==> src/hw/rtl/prsl_pkg.sv <==
package prsl_pkg;

    localparam int unsigned RingIndexBitsDefault = 16;
    localparam int unsigned ValueBits = 32;
    localparam int unsigned WidthBits = 32;
    localparam int unsigned ThetaBits = 10;
    localparam int unsigned GradBits  = 48;
    localparam int unsigned IndexBits = 16;
    localparam int unsigned MagBits   = 47;
    localparam int unsigned DenBits   = 34;
    localparam int unsigned DivBits   = 76;
    localparam int unsigned DivSteps  = DivBits / 2;
    localparam logic [ThetaBits-1:0] ThetaReset = 10'd384;
    localparam logic [MagBits-1:0] GradCap = {MagBits{1'b1}};

    typedef logic signed [GradBits-1:0] grad_t;

    // minmod of three signed gradients; ties keep the earlier argument
    function automatic grad_t minmod3(input grad_t a, input grad_t b, input grad_t c);
        grad_t m;
        grad_t ma;
        grad_t mb;
        grad_t mc;
        m  = '0;
        ma = a[GradBits-1] ? -a : a;
        mb = b[GradBits-1] ? -b : b;
        mc = c[GradBits-1] ? -c : c;
        if (a != '0 && b != '0 && c != '0 && a[GradBits-1] == b[GradBits-1]
                && b[GradBits-1] == c[GradBits-1]) begin
            m = a;
            if (mb < ma) begin
                m  = b;
                ma = mb;
            end
            if (mc < ma) begin
                m = c;
            end
        end
        return m;
    endfunction

endpackage

==> src/hw/rtl/periodic_ring_slope_limiter_core.sv <==
// Channel   | Dir | Handshake                   | Payload
// s_        | in  | s_valid / s_ready           | cell_value, cell_width, ring_end
// m_        | out | m_valid / m_ready           | cell_index, limited_gradient, ring_done
// cfg_      | in  | cfg_valid / cfg_ready       | cfg_data (theta_limit_q8)
// Each gradient takes three divisions, one after another, on one radix-4 restoring divider;
// a request yields up to three gradients.
// Short rings and the first two cells of a ring need no division.
// Reset (aresetn low, synchronous) clears the sequencer and ring counter, theta back to 1.5.
// Results wait in the output register while m_ready is low; the sequencer holds.
module periodic_ring_slope_limiter_core
    import prsl_pkg::*;
#(
    parameter int unsigned RING_INDEX_BITS = RingIndexBitsDefault
) (
    input  logic                        aclk,
    input  logic                        aresetn,
    input  logic                        s_valid,
    output logic                        s_ready,
    input  logic signed [ValueBits-1:0] s_cell_value,
    input  logic [WidthBits-1:0]        s_cell_width,
    input  logic                        s_ring_end,
    output logic                        m_valid,
    input  logic                        m_ready,
    output logic [IndexBits-1:0]        m_cell_index,
    output logic signed [GradBits-1:0]  m_limited_gradient,
    output logic                        m_ring_done,
    input  logic                        cfg_valid,
    output logic                        cfg_ready,
    input  logic [ThetaBits-1:0]        cfg_data
);

    localparam logic [2:0] ST_IDLE = 3'd0;
    localparam logic [2:0] ST_LOAD = 3'd1;
    localparam logic [2:0] ST_DIV  = 3'd2;
    localparam logic [2:0] ST_POST = 3'd3;
    localparam logic [2:0] ST_EMIT = 3'd4;
    localparam logic [2:0] ST_WAIT = 3'd5;
    localparam logic [RING_INDEX_BITS-1:0] CntMax = {RING_INDEX_BITS{1'b1}};

    logic [2:0] state_reg;
    logic [ThetaBits-1:0] theta_reg;
    logic [RING_INDEX_BITS-1:0] seen_reg;

    logic signed [ValueBits-1:0] fv_reg, sv_reg, ov_reg, nv_reg, cv_reg;
    logic [WidthBits-1:0] fw_reg, sw_reg, ow_reg, nw_reg, cw_reg;
    logic last_reg;

    // job: which gradient (0 older/newer/cur, 1 newer/cur/first, 2 cur/first/second)
    logic [1:0] job_reg, njobs_reg;
    logic [1:0] slope_reg;
    grad_t sa_reg, sb_reg;

    logic [DivBits-1:0] dvd_reg;
    logic [DenBits:0] rem_reg;
    logic [DenBits-1:0] den_reg;
    logic [MagBits-1:0] q_reg;
    logic sat_reg, neg_reg, zero_reg;
    logic [5:0] step_reg;

    logic [IndexBits-1:0] oidx_reg;
    grad_t ograd_reg;
    logic odone_reg, ovalid_reg;
    logic [IndexBits-1:0] nidx;
    logic [RING_INDEX_BITS-1:0] nm1;
    logic reload_zero;

    // operand selection for the current job and slope
    logic signed [ValueBits-1:0] vl, vc, vr;
    logic [WidthBits-1:0] wl, wc, wr;
    logic signed [ValueBits:0] diff;
    logic [ValueBits-1:0] dmag;
    logic [DenBits-1:0] den;
    logic [ThetaBits-1:0] fac;
    logic [ValueBits+ThetaBits-1:0] prod;
    logic [DivBits-1:0] dvd;

    always_comb begin
        vl = ov_reg; wl = ow_reg; vc = nv_reg; wc = nw_reg; vr = cv_reg; wr = cw_reg;
        case (job_reg)
            2'd1: begin
                vl = nv_reg; wl = nw_reg; vc = cv_reg; wc = cw_reg; vr = fv_reg; wr = fw_reg;
            end
            2'd2: begin
                vl = cv_reg; wl = cw_reg; vc = fv_reg; wc = fw_reg; vr = sv_reg; wr = sw_reg;
            end
            default: ;
        endcase
        case (slope_reg)
            2'd0: begin
                diff = {vc[ValueBits-1], vc} - {vl[ValueBits-1], vl};
                den  = DenBits'(wc) + DenBits'(wl);
                fac  = theta_reg;
            end
            2'd1: begin
                diff = {vr[ValueBits-1], vr} - {vl[ValueBits-1], vl};
                den  = DenBits'(wl) + {1'b0, wc, 1'b0} + DenBits'(wr);
                fac  = ThetaBits'(1);
            end
            default: begin
                diff = {vr[ValueBits-1], vr} - {vc[ValueBits-1], vc};
                den  = DenBits'(wc) + DenBits'(wr);
                fac  = theta_reg;
            end
        endcase
        dmag = diff[ValueBits] ? ValueBits'(-diff) : diff[ValueBits-1:0];
        prod = dmag * fac;
        dvd  = (slope_reg == 2'd1) ? DivBits'({prod, 37'd0}) : DivBits'({prod, 29'd0});
    end

    // radix-4 step: two restoring subtractions
    logic [DenBits:0] r1, r2, t1, t2;
    logic b1, b2;
    always_comb begin
        r1 = {rem_reg[DenBits-1:0], dvd_reg[DivBits-1]};
        b1 = r1 >= {1'b0, den_reg};
        t1 = b1 ? r1 - {1'b0, den_reg} : r1;
        r2 = {t1[DenBits-1:0], dvd_reg[DivBits-2]};
        b2 = r2 >= {1'b0, den_reg};
        t2 = b2 ? r2 - {1'b0, den_reg} : r2;
    end

    grad_t sres;
    always_comb begin
        sres = zero_reg ? '0
             : (sat_reg ? grad_t'({1'b0, GradCap}) : grad_t'({1'b0, q_reg}));
        if (neg_reg) sres = -sres;
    end

    assign s_ready   = (state_reg == ST_IDLE) && !ovalid_reg;
    assign cfg_ready = (state_reg == ST_IDLE);
    assign m_valid   = ovalid_reg;
    assign m_cell_index = oidx_reg;
    assign m_limited_gradient = ograd_reg;
    assign m_ring_done = odone_reg;
    assign nm1 = seen_reg - RING_INDEX_BITS'(1);
    // second zero result of a two-cell ring replaces the first in the same cycle
    assign reload_zero = (state_reg == ST_WAIT) && (job_reg == 2'd3);

    always_comb begin
        case (job_reg)
            2'd0:    nidx = IndexBits'(nm1);
            2'd1:    nidx = IndexBits'(seen_reg);
            default: nidx = '0;
        endcase
    end

    always_ff @(posedge aclk) begin
        if (!aresetn) begin
            state_reg  <= ST_IDLE;
            theta_reg  <= ThetaReset;
            seen_reg   <= '0;
            ovalid_reg <= 1'b0;
            fv_reg <= '0; fw_reg <= '0; sv_reg <= '0; sw_reg <= '0;
            ov_reg <= '0; ow_reg <= '0; nv_reg <= '0; nw_reg <= '0;
        end else begin
            if (ovalid_reg && m_ready && !reload_zero) ovalid_reg <= 1'b0;
            if (cfg_valid && cfg_ready) theta_reg <= cfg_data;
            unique case (state_reg)
                ST_IDLE: begin
                    if (s_valid && s_ready) begin
                        cv_reg   <= s_cell_value;
                        cw_reg   <= s_cell_width;
                        last_reg <= s_ring_end;
                        if (seen_reg == '0) begin
                            fv_reg <= s_cell_value; fw_reg <= s_cell_width;
                            if (s_ring_end) begin
                                oidx_reg <= '0; ograd_reg <= '0; odone_reg <= 1'b1;
                                ovalid_reg <= 1'b1;
                            end else begin
                                seen_reg <= RING_INDEX_BITS'(1);
                                ov_reg <= nv_reg; ow_reg <= nw_reg;
                                nv_reg <= s_cell_value; nw_reg <= s_cell_width;
                            end
                        end else if (seen_reg == RING_INDEX_BITS'(1)) begin
                            sv_reg <= s_cell_value; sw_reg <= s_cell_width;
                            if (s_ring_end) begin
                                oidx_reg <= '0; ograd_reg <= '0; odone_reg <= 1'b0;
                                ovalid_reg <= 1'b1;
                                job_reg <= 2'd3;
                                state_reg <= ST_WAIT;
                            end else begin
                                seen_reg <= RING_INDEX_BITS'(2);
                                ov_reg <= nv_reg; ow_reg <= nw_reg;
                                nv_reg <= s_cell_value; nw_reg <= s_cell_width;
                            end
                        end else begin
                            job_reg   <= 2'd0;
                            njobs_reg <= s_ring_end ? 2'd2 : 2'd0;
                            slope_reg <= 2'd0;
                            state_reg <= ST_LOAD;
                        end
                    end
                end
                ST_LOAD: begin
                    dvd_reg  <= dvd;
                    den_reg  <= den;
                    rem_reg  <= '0;
                    q_reg    <= '0;
                    sat_reg  <= 1'b0;
                    neg_reg  <= diff[ValueBits];
                    zero_reg <= (den == '0) || (diff == '0) || (fac == '0);
                    step_reg <= '0;
                    state_reg <= ST_DIV;
                end
                ST_DIV: begin
                    rem_reg <= t2;
                    dvd_reg <= {dvd_reg[DivBits-3:0], 2'b00};
                    // quotient bit positions of this step: 75-2k and 74-2k
                    if (step_reg < 6'(DivSteps - 24)) begin
                        sat_reg <= sat_reg | b1 | b2;
                    end else if (step_reg == 6'(DivSteps - 24)) begin
                        sat_reg <= sat_reg | b1;
                        q_reg   <= {q_reg[MagBits-2:0], b2};
                    end else begin
                        q_reg <= {q_reg[MagBits-3:0], b1, b2};
                    end
                    step_reg <= step_reg + 6'd1;
                    if (step_reg == 6'(DivSteps - 1)) state_reg <= ST_POST;
                end
                ST_POST: begin
                    if (slope_reg == 2'd0) begin
                        sa_reg <= sres; slope_reg <= 2'd1; state_reg <= ST_LOAD;
                    end else if (slope_reg == 2'd1) begin
                        sb_reg <= sres; slope_reg <= 2'd2; state_reg <= ST_LOAD;
                    end else begin
                        ograd_reg <= minmod3(sa_reg, sb_reg, sres);
                        oidx_reg  <= nidx;
                        odone_reg <= (job_reg == 2'd2);
                        state_reg <= ST_EMIT;
                    end
                end
                ST_EMIT: begin
                    if (!ovalid_reg || m_ready) begin
                        ovalid_reg <= 1'b1;
                        state_reg  <= ST_WAIT;
                    end
                end
                ST_WAIT: begin
                    if (m_ready) begin
                        if (job_reg == 2'd3) begin
                            // second zero gradient of a two-cell ring
                            oidx_reg <= IndexBits'(1); ograd_reg <= '0; odone_reg <= 1'b1;
                            ovalid_reg <= 1'b1;
                            seen_reg <= '0;
                            state_reg <= ST_IDLE;
                        end else if (job_reg < njobs_reg) begin
                            job_reg <= job_reg + 2'd1;
                            slope_reg <= 2'd0;
                            state_reg <= ST_LOAD;
                        end else begin
                            if (last_reg) begin
                                seen_reg <= '0;
                            end else begin
                                if (seen_reg != CntMax) seen_reg <= seen_reg + RING_INDEX_BITS'(1);
                            end
                            ov_reg <= nv_reg; ow_reg <= nw_reg;
                            nv_reg <= cv_reg; nw_reg <= cw_reg;
                            state_reg <= ST_IDLE;
                        end
                    end
                end
                default: state_reg <= ST_IDLE;
            endcase
        end
    end

    a_no_accept_busy: assert property (@(posedge aclk) disable iff (!aresetn)
        (state_reg != ST_IDLE) |-> !s_ready) else $error("accept while busy");
    a_div_len: assert property (@(posedge aclk) disable iff (!aresetn)
        (state_reg == ST_DIV) |-> (step_reg < 6'(DivSteps))) else $error("divider overrun");
    a_emit_hold: assert property (@(posedge aclk) disable iff (!aresetn)
        (m_valid && !m_ready) |=> m_valid) else $error("result dropped");

endmodule

==> config.mk <==
export PLATFORM = sky130hd
export DESIGN_NAME = periodic_ring_slope_limiter_core
export DESIGN_NICKNAME = d
export VERILOG_FILES = /design/src/hw/rtl/prsl_pkg.sv /design/src/hw/rtl/periodic_ring_slope_limiter_core.sv
export SDC_FILE = /design/constraint.sdc
export NUM_CORES = 2
export LEC_CHECK = 0
export BUFFER_PORTS_ARGS = -buffer_cell sky130_fd_sc_hd__buf_2
export CAP_MARGIN = 20
export CORE_ASPECT_RATIO = 0.8
export CORE_MARGIN = 4
export CORE_UTILIZATION = 45
export CTS_CLUSTER_DIAMETER = 50
export CTS_CLUSTER_SIZE = 30
export DETAILED_ROUTE_END_ITERATION = 8
export PLACE_DENSITY = 0.71
export SYNTH_ARGS = -nofsm -noshare
export SYNTH_HDL_FRONTEND = slang
export SYNTH_SLANG_ARGS = --single-unit
==> constraint.sdc <==
create_clock -name aclk -period 15.74 [get_ports aclk]
set_input_delay 3.148 -clock aclk [delete_from_list [all_inputs] [get_ports aclk]]
set_output_delay 3.148 -clock aclk [all_outputs]
set_load 0.01 [all_outputs]
==> flow_summary_export.csv <==
group,metric,value,unit
floorplanning,rows,120,
clock_tree,path_clk_slew,0.07,ns
yosys,yosysTopAreaCell,"edfxtp_1",
placement,routabilityCongestion,0.9430,
timing,setup_violations,0,
critical_path,critPathRequiredTime,16.19,ns
placement,port-buffer-count,147,
critical_path,cp.arrival,13.64,ns
route,drtPass1Iterations,6,
critical_path,start_kind,"register",
global_routing,antenna_found_initial,19,
yosys,yosysTopAreaCellShare,19.67,%
timing,hold_violations,0,
placement,hpwl,136.1,mm
critical_path,worst-r2r-setup-slack,2.55,ns
placement,dp_slack,2.793,ns
clock_tree,cts_resized,0,
route,drc,0,
critical_path,worst_path_largest_cell_delay,0.71,ns
floorplanning,ios,148,
layout,fillers,12660,
critical_path,rr_worst_depth,40,
yosys,synthSimpleGateAreaFrac,19.81,%
clock_tree,cts_setup_buffers,0,
timing,fin_skew,0.04947,ns
yosys,ys_ff_latch,688,
clock_tree,clockRootBuffer,"clkbuf_16",
layout,final_cell_mix,"nand2_1 (1121), nor2_1 (863), a21oi_1 (728)",
route,wl_per_cell,20.33,µm
clock_tree,postCtsHoldBufs,0,
route,drt_iter0_markers,5638,
yosys,synth_edf_count,402,
clock_tree,cts.path.max_buffers,3,
yosys,yosys_warnings,0,
yosys,synth_nets,8184,
layout,drive_gt1_share,7.507,%
layout,finalNetCount,8065,
timing,rsz0062_at_grt,"no",
clock_tree,cts_tree,"built",
route,vias_per_cell,6.061,
yosys,synth-compound-area-share,21.76,%
route,via_count,55600,
timing,tightest_slew,1.202,ns
floorplanning,die_area,0.1424,mm²
layout,utilization,49.35,%
floorplanning,floorplan.initialDensity,45.56,%
timing,worst_slack,2.554,ns
timing,fin_crit_sh,83.77,%
global_routing,grt_max_degree,188,
layout,area_growth,8.320,%
job,cap_violations,0,
layout,finalNonFillerCells,9173,
critical_path,worstSetupEndpointType,"register",
route,ant_nets,0,
global_routing,grt_pass1_vias,52180,
yosys,syn_avg_cell_area,8.242,µm²
timing,fmax,0.07584,GHz
global_routing,gr-total-overflow,0,
floorplanning,die_y,338.3,µm
global_routing,grt_first_pass_wirelength,295.6,mm
critical_path,critPathKind,"register to register",
clock_tree,htree_levels,3,
yosys,synthTopCellsByArea,"edfxtp_1 (20%), dfxtp_1 (9.3%), fa_1 (9.0%), ha_1 (7.8%), nand2_1 (6.9%)",
yosys,seq_area_frac_synth,29.00,%
critical_path,critPathSlowestCell,"xor2_1",
clock_tree,insertion_delay,0.72,ns
critical_path,cp_max_fo,157,
floorplanning,fp.dieW,420.9,µm
yosys,async_reset_ff_share,0,%
clock_tree,numCtsBuffers,81,
yosys,syn_area,0.06136,mm²
worst_hold_path,hold_path_class,"register to register",
timing,finalCriticalPeriod,13.19,ns
yosys,yosysUniqueCellTypes,101,
yosys,synth-xor-area-share,5.281,%
yosys,synth_adder_area_share,16.80,%
layout,layout_commonest_cell,"nand2_1",
status,outcome,"complete, no violations",
yosys,netlist_instances,7445,
floorplanning,core,0.1347,mm²
timing,tns,0,ns
timing,final_max_slew_viol_count,0,
critical_path,path_common_cell,"fa_1",
route,wl,186.5,mm
global_routing,grt.total_usage,25.48,%
yosys,synth.area.mux_share,2.516,%
timing,relSlewSlack,19.26,%
clock_tree,clkSinkCount,688,
worst_hold_path,min_path_cells,2,
yosys,synth_ff_type,"edfxtp_1",
placement,placed_cells,9008,
yosys,synth_top_family_by_area,"compound AO/OA/AOI/OAI gates",
-- critical path: cells and delay by family, from the launching register on --
kind / cells / cell delay (ns)
buf+inv: 4 / 1.23
fa+ha+maj: 8 / 3.74
xor+xnor: 2 / 0.80
compound gates: 18 / 4.83
simple gates: 8 / 1.58
flops: 1 / 0.47
-- final timing paths --
check,start,endpoint
max,job_reg[0]$_DFFE_PP_,dvd_reg[71]$_DFFE_PP_
min,ov_reg[8]$_SDFFE_PN0P_,ov_reg[8]$_SDFFE_PN0P_
max reg2reg,job_reg[0]$_DFFE_PP_,dvd_reg[71]$_DFFE_PP_
min reg2reg,ov_reg[8]$_SDFFE_PN0P_,ov_reg[8]$_SDFFE_PN0P_
-- logic make-up after synthesis --
logic type | after synthesis
muxes | 149
AOI/OAI and AO/OA | 2067
xor gates and xnor gates | 370
buffers and inverters | 768
and+or+nand+nor | 2744
DFF | 688
adders and majority gates | 659
-- layout make-up --
| class | instances | area (µm²) | area share (%) |
|---|---|---|---|
| flip-flops and latches | 688 | 17800 | 26.78 |
| repair buffers | 226 | 1416 | 2.131 |
| clock buffers | 86 | 2087 | 3.140 |
| well taps | 1769 | 2213 | 3.330 |
| clock inverters | 64 | 825.8 | 1.242 |
| diodes | 11 | 27.53 | 0.04141 |
| inverters | 340 | 1284 | 1.931 |
| multi-input cells | 5989 | 40810 | 61.41 |
-- cells in the mapped netlist (31+ instances only) --
library cell  number
fa_1             275
xor2_1           147
nor2b_1           60
xnor2_1          223
a21o_1           118
nand2_1         1121
o31ai_1           57
mux2i_1          107
a22oi_1          203
clkbuf_1         361
o21ai_0          351
nand3_1          109
dfxtp_1          286
or2_2             43
and2_1            41
nor3_1           113
mux2_2            42
a211oi_1          64
ha_1             384
edfxtp_1         402
o21bai_1          32
a21oi_1          728
and3_1            38
o211ai_1          31
a311oi_1          74
nand4_1           54
nand2b_1          81
nor2_1           868
nor4_1            45
o21a_1            48
a31oi_1           70
or3_1             65
inv_1            335
buf_1             50
-- per-stage QoR --
| stage | cell area [µm²] | hold slack [ns] |
|---|---|---|
| 6_report | 66470 | 0.4534 |
| 5_1_grt | 66460 | 0.4682 |
| 4_1_cts | 66400 | 0.4546 |
| 3_5_place_dp | 63490 | 0.4434 |
| 3_3_place_gp | 63460 | 0.4406 |
| 2_1_floorplan | 61360 | 0.4332 |
-- per-layer routing --
metal  global-route usage, %  vias to the layer above  routed length, µm
met1                   37.97                    26760              86230
met3                   4.481                      281              15430
met2                   37.55                     2229              78950
met4                   7.507                        2               5861
met5                       0                        -                 11
li1                        -                    26330                  -
Power is left out: the tool's default activity adds up to more than one toggle a clock period on the data nets, which glitch-free logic cannot reach.
